## config.mk

```make
export PLATFORM = sky130hd
export DESIGN_NAME = cartridge_dma_register_interface_unit
export DESIGN_NICKNAME = d
export VERILOG_FILES = /design/src/design/cdri_pkg.sv /design/src/design/cartridge_dma_register_interface_unit.sv
export SDC_FILE = /design/constraint.sdc
export NUM_CORES = 1
export LEC_CHECK = 0
export BUFFER_PORTS_ARGS = -buffer_cell sky130_fd_sc_hd__buf_2
export CORE_UTILIZATION = 39
export CTS_BUF_LIST = sky130_fd_sc_hd__clkbuf_2
export CTS_CLUSTER_DIAMETER = 50
export DETAILED_ROUTE_END_ITERATION = 12
export PLACE_DENSITY = 0.58
export SLEW_MARGIN = 40
export SYNTH_ARGS = -nofsm -noshare
export SYNTH_HDL_FRONTEND = slang
export SYNTH_SLANG_ARGS = --single-unit
```

## constraint.sdc

```tcl
create_clock -name clock -period 5 [get_ports clock]
set_input_delay 0.5 -clock clock [delete_from_list [all_inputs] [get_ports clock]]
set_output_delay 0.5 -clock clock [all_outputs]
set_load 0.005 [all_outputs]
```

## src/design/cdri_pkg.sv

```systemverilog
// ----------------------------------------------------------------------------
// cdri_pkg
// Types and constants for the cartridge DMA register interface.
// ----------------------------------------------------------------------------
package cdri_pkg;

   // Item kinds
   localparam logic [1:0] KIND_READ  = 2'd0;
   localparam logic [1:0] KIND_WRITE = 2'd1;
   localparam logic [1:0] KIND_DONE  = 2'd2;

   // Register offsets
   localparam logic [5:0] OFS_RAM_ADDR  = 6'h00;
   localparam logic [5:0] OFS_CART_ADDR = 6'h04;
   localparam logic [5:0] OFS_XFER_LEN  = 6'h08;
   localparam logic [5:0] OFS_COPY_LEN  = 6'h0C;
   localparam logic [5:0] OFS_STATUS    = 6'h10;
   localparam logic [5:0] OFS_D1_LAT    = 6'h14;
   localparam logic [5:0] OFS_D1_PWD    = 6'h18;
   localparam logic [5:0] OFS_D1_PGS    = 6'h1C;
   localparam logic [5:0] OFS_D1_RLS    = 6'h20;
   localparam logic [5:0] OFS_D2_LAT    = 6'h24;
   localparam logic [5:0] OFS_D2_PWD    = 6'h28;
   localparam logic [5:0] OFS_D2_PGS    = 6'h2C;
   localparam logic [5:0] OFS_D2_RLS    = 6'h30;

   // DMA commands
   localparam logic [2:0] CMD_NONE       = 3'd0;
   localparam logic [2:0] CMD_SRAM_XFER  = 3'd1;
   localparam logic [2:0] CMD_FLASH_XFER = 3'd2;
   localparam logic [2:0] CMD_SRAM_COPY  = 3'd3;
   localparam logic [2:0] CMD_FLASH_COPY = 3'd4;
   localparam logic [2:0] CMD_ROM_COPY   = 3'd5;

   // Backup storage kinds
   localparam logic [1:0] STORAGE_SRAM  = 2'd1;
   localparam logic [1:0] STORAGE_FLASH = 2'd2;

   // Cartridge address windows
   localparam logic [31:0] BACKUP_LO = 32'h0800_0000;
   localparam logic [31:0] BACKUP_HI = 32'h0FFF_FFFF;
   localparam logic [31:0] ROM_LO    = 32'h1000_0000;
   localparam logic [31:0] ROM_HI    = 32'h1FBF_FFFF;

   // Status bit that clears the interrupt
   localparam int STATUS_CLR_BIT = 1;

   // Configuration register index
   localparam logic CSR_STORAGE_KIND = 1'b0;

   typedef struct packed {
      logic [1:0]  kind;
      logic [5:0]  reg_offset;
      logic [31:0] write_data;
   } req_type;

   typedef struct packed {
      logic        ok;
      logic [31:0] read_data;
      logic [2:0]  dma_command;
      logic [23:0] dma_ram_address;
      logic [31:0] dma_cart_address;
      logic [24:0] dma_length;
      logic        raise_interrupt;
      logic        clear_interrupt;
   } rsp_type;

endpackage

```

## src/design/cartridge_dma_register_interface_unit.sv

```systemverilog
// ----------------------------------------------------------------------------
// cartridge_dma_register_interface_unit
// Register block of a cartridge DMA controller with command issue.
// ----------------------------------------------------------------------------
// Each request (register read, register write or ROM DMA completion) yields
// exactly one response in the cycle after it is accepted. The register update,
// window compare and command build sit between the request handshake and the
// response register, so a new request is taken every cycle as long as the
// response register is empty or being drained in the same cycle. The user sets
// backup storage kind (APB, byte address 0) only while idle, unenforced.
module cartridge_dma_register_interface_unit
   import cdri_pkg::*;
(
   input  logic        clock,
   input  logic        reset,
   // request channel
   input  logic        req_valid,
   output logic        req_ready,
   input  req_type     req_data,
   // response channel
   output logic        rsp_valid,
   input  logic        rsp_ready,
   output rsp_type     rsp_data,
   // configuration port
   input  logic        psel,
   input  logic        penable,
   input  logic        pwrite,
   input  logic [2:0]  paddr,
   input  logic [31:0] pwdata,
   output logic [31:0] prdata,
   output logic        pready
);

   logic [1:0]  storage_kind_ff;
   logic [23:0] ram_address_ff,     ram_address_in;
   logic [31:0] cart_address_ff,    cart_address_in;
   logic [23:0] transfer_length_ff, transfer_length_in;
   logic [23:0] copy_length_ff,     copy_length_in;
   logic [1:0]  busy_bits_ff,       busy_bits_in;
   logic [7:0]  latency_ff [2],     latency_in [2];
   logic [7:0]  pulse_width_ff [2], pulse_width_in [2];
   logic [3:0]  page_size_ff [2],   page_size_in [2];
   logic        release_ff [2],     release_in [2];

   logic        rsp_valid_ff;
   rsp_type     rsp_ff, rsp_in;

   logic        accept;
   logic        in_backup;
   logic        in_rom;
   logic        mapped;
   logic [31:0] rd_value;
   logic [23:0] len_value;
   logic [24:0] len_plus_one;

   assign req_ready = !rsp_valid_ff || rsp_ready;
   assign accept    = req_valid && req_ready;
   assign rsp_valid = rsp_valid_ff;
   assign rsp_data  = rsp_ff;

   // configuration port
   assign pready = 1'b1;
   assign prdata = (paddr[2] == CSR_STORAGE_KIND) ? {30'd0, storage_kind_ff} : 32'd0;

   always_ff @(posedge clock) begin
      if (reset) begin
         storage_kind_ff <= '0;
      end else if (psel && penable && pwrite && paddr[2] == CSR_STORAGE_KIND) begin
         storage_kind_ff <= pwdata[1:0];
      end
   end

   assign in_backup    = cart_address_ff >= BACKUP_LO && cart_address_ff <= BACKUP_HI;
   assign in_rom       = cart_address_ff >= ROM_LO && cart_address_ff <= ROM_HI;
   assign len_value    = req_data.write_data[23:0];
   assign len_plus_one = {1'b0, len_value} + 25'd1;

   // register read mux
   always_comb begin
      mapped   = 1'b1;
      rd_value = '0;
      unique case (req_data.reg_offset)
         OFS_RAM_ADDR:  rd_value = {8'd0, ram_address_ff};
         OFS_CART_ADDR: rd_value = cart_address_ff;
         OFS_XFER_LEN:  rd_value = {8'd0, transfer_length_ff};
         OFS_COPY_LEN:  rd_value = {8'd0, copy_length_ff};
         OFS_STATUS:    rd_value = {30'd0, busy_bits_ff};
         OFS_D1_LAT:    rd_value = {24'd0, latency_ff[0]};
         OFS_D1_PWD:    rd_value = {24'd0, pulse_width_ff[0]};
         OFS_D1_PGS:    rd_value = {28'd0, page_size_ff[0]};
         OFS_D1_RLS:    rd_value = {31'd0, release_ff[0]};
         OFS_D2_LAT:    rd_value = {24'd0, latency_ff[1]};
         OFS_D2_PWD:    rd_value = {24'd0, pulse_width_ff[1]};
         OFS_D2_PGS:    rd_value = {28'd0, page_size_ff[1]};
         OFS_D2_RLS:    rd_value = {31'd0, release_ff[1]};
         default:       mapped   = 1'b0;
      endcase
   end

   // next state and response
   always_comb begin
      ram_address_in     = ram_address_ff;
      cart_address_in    = cart_address_ff;
      transfer_length_in = transfer_length_ff;
      copy_length_in     = copy_length_ff;
      busy_bits_in       = busy_bits_ff;
      latency_in         = latency_ff;
      pulse_width_in     = pulse_width_ff;
      page_size_in       = page_size_ff;
      release_in         = release_ff;
      rsp_in             = '0;

      unique case (req_data.kind)
         KIND_READ: begin
            if (mapped) begin
               rsp_in.ok        = 1'b1;
               rsp_in.read_data = rd_value;
            end
         end
         KIND_WRITE: begin
            rsp_in.ok = mapped;
            unique case (req_data.reg_offset)
               OFS_RAM_ADDR:  ram_address_in  = req_data.write_data[23:0];
               OFS_CART_ADDR: cart_address_in = req_data.write_data;
               OFS_XFER_LEN: begin
                  transfer_length_in     = len_value;
                  rsp_in.raise_interrupt = 1'b1;
                  if (in_backup && storage_kind_ff == STORAGE_SRAM) begin
                     rsp_in.dma_command = CMD_SRAM_XFER;
                  end else if (in_backup && storage_kind_ff == STORAGE_FLASH) begin
                     rsp_in.dma_command = CMD_FLASH_XFER;
                  end
               end
               OFS_COPY_LEN: begin
                  copy_length_in = len_value;
                  if (in_backup) begin
                     rsp_in.raise_interrupt = 1'b1;
                     if (storage_kind_ff == STORAGE_SRAM) begin
                        rsp_in.dma_command = CMD_SRAM_COPY;
                     end else if (storage_kind_ff == STORAGE_FLASH) begin
                        rsp_in.dma_command = CMD_FLASH_COPY;
                     end
                  end else if (in_rom) begin
                     // interrupt waits for the completion item
                     busy_bits_in       = 2'b11;
                     rsp_in.dma_command = CMD_ROM_COPY;
                  end else begin
                     rsp_in.raise_interrupt = 1'b1;
                  end
               end
               OFS_STATUS: rsp_in.clear_interrupt = req_data.write_data[STATUS_CLR_BIT];
               OFS_D1_LAT: latency_in[0]     = req_data.write_data[7:0];
               OFS_D1_PWD: pulse_width_in[0] = req_data.write_data[7:0];
               OFS_D1_PGS: page_size_in[0]   = req_data.write_data[3:0];
               OFS_D1_RLS: release_in[0]     = req_data.write_data[0];
               OFS_D2_LAT: latency_in[1]     = req_data.write_data[7:0];
               OFS_D2_PWD: pulse_width_in[1] = req_data.write_data[7:0];
               OFS_D2_PGS: page_size_in[1]   = req_data.write_data[3:0];
               OFS_D2_RLS: release_in[1]     = req_data.write_data[0];
               default: ;
            endcase
            if (rsp_in.dma_command != CMD_NONE) begin
               rsp_in.dma_ram_address  = ram_address_ff;
               rsp_in.dma_cart_address = cart_address_ff;
               rsp_in.dma_length       = len_plus_one;
            end
         end
         KIND_DONE: begin
            busy_bits_in           = '0;
            rsp_in.ok              = 1'b1;
            rsp_in.raise_interrupt = 1'b1;
         end
         default: ;
      endcase
   end

   always_ff @(posedge clock) begin
      if (reset) begin
         ram_address_ff     <= '0;
         cart_address_ff    <= '0;
         transfer_length_ff <= '0;
         copy_length_ff     <= '0;
         busy_bits_ff       <= '0;
         latency_ff         <= '{default: '0};
         pulse_width_ff     <= '{default: '0};
         page_size_ff       <= '{default: '0};
         release_ff         <= '{default: '0};
      end else if (accept) begin
         ram_address_ff     <= ram_address_in;
         cart_address_ff    <= cart_address_in;
         transfer_length_ff <= transfer_length_in;
         copy_length_ff     <= copy_length_in;
         busy_bits_ff       <= busy_bits_in;
         latency_ff         <= latency_in;
         pulse_width_ff     <= pulse_width_in;
         page_size_ff       <= page_size_in;
         release_ff         <= release_in;
      end
   end

   // response register: load on accept, drop when taken
   always_ff @(posedge clock) begin
      if (reset) begin
         rsp_valid_ff <= 1'b0;
      end else if (accept) begin
         rsp_valid_ff <= 1'b1;
      end else if (rsp_ready) begin
         rsp_valid_ff <= 1'b0;
      end
   end

   always_ff @(posedge clock) begin
      if (accept) begin
         rsp_ff <= rsp_in;
      end
   end

endmodule
```

==> results <==
- The buffers plus inverters on the worst setup path is 1.
- The required time at the worst-slack endpoint is 5560 ps.
- Setup repair after global routing left no endpoint under its margin.
- The number of search-and-repair iterations in the first detailed-routing pass is 5.
- The core region is between 30000 and 40000 um2.
- The run finished with clean final reports.
- The total number of vias is between 10000 and 15000.
- The maximum vdd drop is 0.103 mV.
- The remaining max-slew budget at the tightest pin is 43.6%.
- The total CTS buffers is 71.
- Hold timing on the final database bottoms out at a slack of 75.1 ps.
- The clock network burns ~37% of the power.
- The power after layout is 4.17 mW.
- The delay of the slowest cell on the worst path is ~610 ps.
- The class of the most critical hold timing path is in -> reg.
- The number of different library cells used by synthesis comes to 68.
- The combinational power share is under 10%.
- The clock passes through at most 3 buffers.
- Buffers added to address setup during post-CTS repair amount to 0.
- The fraction of the mapped netlist area in adder cells is less than 1%.
- Once the floorplan was initialized, standard cells occupied 39.7% of the core.
- The worst endpoint data arrival time is 3240 ps.
- Entering global routing, the biggest net connects 80 pins.
- The uppermost layer routed is met4.
- The proportion of power drawn by flip-flops and latches is a little under three fifths.
- The mux cell area share after synthesis is under 10%.
- The worst path uses between 50% and 60% of the clock period.
- Synthesis produced a netlist whose cell count is between 1000 and 1500.
- The vertical die dimension is approximately 180 um.
- The number of cells traversed by the worst hold path is 3.
- The fraction of registers with async set or reset after synthesis is 0%.
- In this run the power spent charging and discharging nets is about 1.1 mW.
- The count of cell instances traversed by the critical path is 5.
- In this run the static leakage power is just under 5 nW.
- The setup violation total in the final timing report is 0.
- In this run, synthesis produced a sequential element count of 269.
- After detailed routing, the wire length on met1 is about 16000 um.
- The detailed-routed wire length on met3 is about 2400 um.
- The first-pass GRT wire length is approximately 55000 um.
- The via count of the first global-routing pass came to roughly 9700.
- The post-route setup TNS is 0 ps.
- The number of cells on the worst reg-to-reg path is 5.
- On the final layout, the worst clock skew is 39.3 ps.
- The internal power contribution is approximately 3.1 mW.
- The initial antenna violation count is 1.
- Of the cells placed in the final design, the portion with a size suffix greater than 1 is 23.3%.
- Wire segments on met2 add up to 16700 um in the final route.
- The initial DRC count is 771.
- The synthesized cell area is between 10000 and 15000 um2.
- The kind of start point of the critical path is a flop.
- The post-cts sizing count is 0.
- Once detail routing completed, the nets flagged for antenna violations numbered 0.
- After Yosys synthesis, and, or, nand and nor cells account for a little over an eighth of the synthesized area.
- The library cells used most frequently in the layout, excluding fill and tap cells, are 186 x sky130_fd_sc_hd__a21oi_1, 171 x sky130_fd_sc_hd__buf_2, 158 x sky130_fd_sc_hd__nand3_1.
- The critical path is of the reg -> reg type.
- The detailed-route vias per instance is approximately 5.6.
- Tracing the worst setup path back leads to its startpoint at cart_address_ff[22]$_SDFFE_PP0P_.
- The placed wire-length estimate is 21500 um.
- The area growth from synthesis to layout is 14.7%.
- The nature of the critical path endpoint is a flop.
- The shortest clock period the worst path allows after layout is ~2700 ps.
- The buffer type at the clock tree root is sky130_fd_sc_hd__clkbuf_2.
- The total grt overflow is 0.
- In the synthesized netlist the dominant register cell turns out to be sky130_fd_sc_hd__dfxtp_1.
- For this run, the total global-route usage over all layers was measured as 22.1%.
- The startpoint identified for the worst hold timing path is req_data[39].
- The number of warning messages in the yosys log is 0.
- During placement, the flow inserted port buffers numbering roughly 170.
- The final wirelength is about 36000 um.
- The number of synthesized flops with an enable pin is 119.
- The critical path goes through nand2_1 -> o311ai_1 -> a211o_4 -> buf_4 -> o2bb2a_1.
- The combinational family with the most area after synthesis is compound AO/OA/AOI/OAI gates.
- For the pin with the worst max-slew slack, the measured transition is about 850 ps.
- Of the synthesized area, sequential elements account for roughly 54%.
- In this run the core area contains 64 standard-cell rows.
- The latest clock arrival within the worst-skew pair is slightly above 800 ps.
- The finished cells cover 14000 um2.
- The number of clock sinks seen by CTS is between 200 and 300.
- The total placed instance area is roughly 13000 um2.
- The clock input transition at the sequential cells of the worst setup and hold paths is around 110 ps.
- The largest individual stage delay along the critical path comes from the cell sky130_fd_sc_hd__o311ai_1.
- Leaving out fill and tap cells, the most frequent cell in the layout is sky130_fd_sc_hd__a21oi_1.
- The power density over the cells is ~300 nW/um2.
- The highest clock frequency the design can meet is between 300 and 400 MHz.
- In this run the worst path has a maximum fanout of 50.
- Pin placement for this block handled between 200 and 250 I/O pins.
- Summing the areas of all compound-gate instances in the mapped netlist gives between 20% and 30% of the synthesized area.
- The per-instance average area after synthesis is 9.85 um2.
- The number of max-cap violations is 0.
- For this run, design rule violations remaining after detail routing come to 0.
- The final layout contains 1481 nets.
- After detailed routing, the average wire length per cell comes to a little under 20 um.
- The full die area is around 32000 um2.
- In this run the critical register-to-register path is launched from cart_address_ff[22]$_SDFFE_PP0P_.
- The final count of hold timing violations was 0.
- On the critical path the largest part of the delay comes from compound AO/OA/AOI/OAI gates.
- The clock tree from TritonCTS is yes.
- The die extent in x is between 150 and 200 um.
- Of the total power, the share spent switching nets is about 27%.
- The max-slew violation count is 0.
- The synthesized-area fraction occupied by xor and xnor cells is less than 1%.
- The congestion estimate from routability-driven global placement came to 0.830.
- The H-tree generated during clock tree synthesis spans 3 levels.
## routing by layer
metal / global-route usage (%) / vias to the layer above
met5: 0 / -
met4: 8.69 / 0
met3: 4.16 / 61
met2: 35.5 / 423
met1: 29.3 / 4931
li1: - / 4886
## repair_timing
item / 4_1_cts / 5_1_grt
hold buffers: 27 / 0
endpoints found under the setup margin: 0 / 0
endpoints found under the hold margin: 62 / 0
## power groups by stage
| stage | Clock (mW) | Combinational [mW] | Sequential, mW |
|---|---|---|---|
| global route | 1.69 | 0.317 | 2.36 |
| finish | 1.53 | 0.292 | 2.35 |
| global placement | 0 | 0.269 | 2.40 |
| floorplan | 0 | 0.156 | 2.41 |
| CTS | 1.58 | 0.290 | 2.35 |
| detailed placement | 0 | 0.273 | 2.40 |
## worst paths after layout
| check | slack (ps) | to |
|---|---|---|
| worst min-delay path | 80 | busy_bits_ff[0]$_SDFFE_PP0P_ |
| worst max register to register | 2320 | rsp_data[25]$_SDFFCE_PN0P_ |
| worst max-delay path | 2320 | rsp_data[25]$_SDFFCE_PN0P_ |
| worst min register to register | 470 | release_ff[1]$_SDFFE_PP0P_ |
## stage by stage
step                      util (%)  setup WS (ps)  std cells
after global placement        42.3           1700       1689
after global routing          45.5           2180       1845
after CTS                     45.4           2320       1843
final                         45.5           2320       1845
after detailed placement      42.5           1790       1690
after floorplan                  -            911       1268
## layout make-up
class	instances	area (um2)
clock buffer	111	556
timing repair buffer	217	1300
sequential	269	6580
antenna	1	2.50
clock inverter	15	83.8
multi-input combinational	827	4920
fill	3015	16700
tap	396	495
inverter	9	33.8
## flip-flops by register name (all words and copies together) (netlist names)
register	count
busy_bits_ff	1
cart_address_ff	32
copy_length_ff	24
latency_ff	16
page_size_ff	8
pulse_width_ff	16
ram_address_ff	24
release_ff	2
rsp_data	119
rsp_valid	1
storage_kind_ff	2
transfer_length_ff	24
## cell families (layout without fill, tap and decap cells)
kind of cell / count (synthesis) / count (layout)
AOI/OAI and AO/OA: 476 / 476
xor gates and xnor gates: 13 / 13
adders and majority gates: 4 / 4
buffers and inverters: 172 / 352
DFF: 269 / 269
muxes: 17 / 17
other: 2 / 35
and+or+nand+nor: 283 / 283
## worst register-to-register path, cell delays in order, from the launching register on
cell and delay [ps]:
sky130_fd_sc_hd__dfxtp_1 430, sky130_fd_sc_hd__nand2_1 110, sky130_fd_sc_hd__o311ai_1 610, sky130_fd_sc_hd__a211o_4 590, sky130_fd_sc_hd__buf_4 420, sky130_fd_sc_hd__o2bb2a_1 260
## Yosys cell counts (10+ instances only)
library cell               count  area (um2)
sky130_fd_sc_hd__clkbuf_1     89         334
sky130_fd_sc_hd__nand2_1      23        86.3
sky130_fd_sc_hd__and2_1       13        81.3
sky130_fd_sc_hd__o21ai_0     152         761
sky130_fd_sc_hd__nor2_1       10        37.5
sky130_fd_sc_hd__edfxtp_1    119        3570
sky130_fd_sc_hd__dfxtp_1     150        3000
sky130_fd_sc_hd__nand3_1     159         796
sky130_fd_sc_hd__buf_2        31         155
sky130_fd_sc_hd__mux2i_1      13         130
sky130_fd_sc_hd__a21boi_0     47         353
sky130_fd_sc_hd__a21oi_1     186         931
sky130_fd_sc_hd__buf_4        33         248
sky130_fd_sc_hd__a22oi_1      38         285
(Power assumes the default switching activity.)
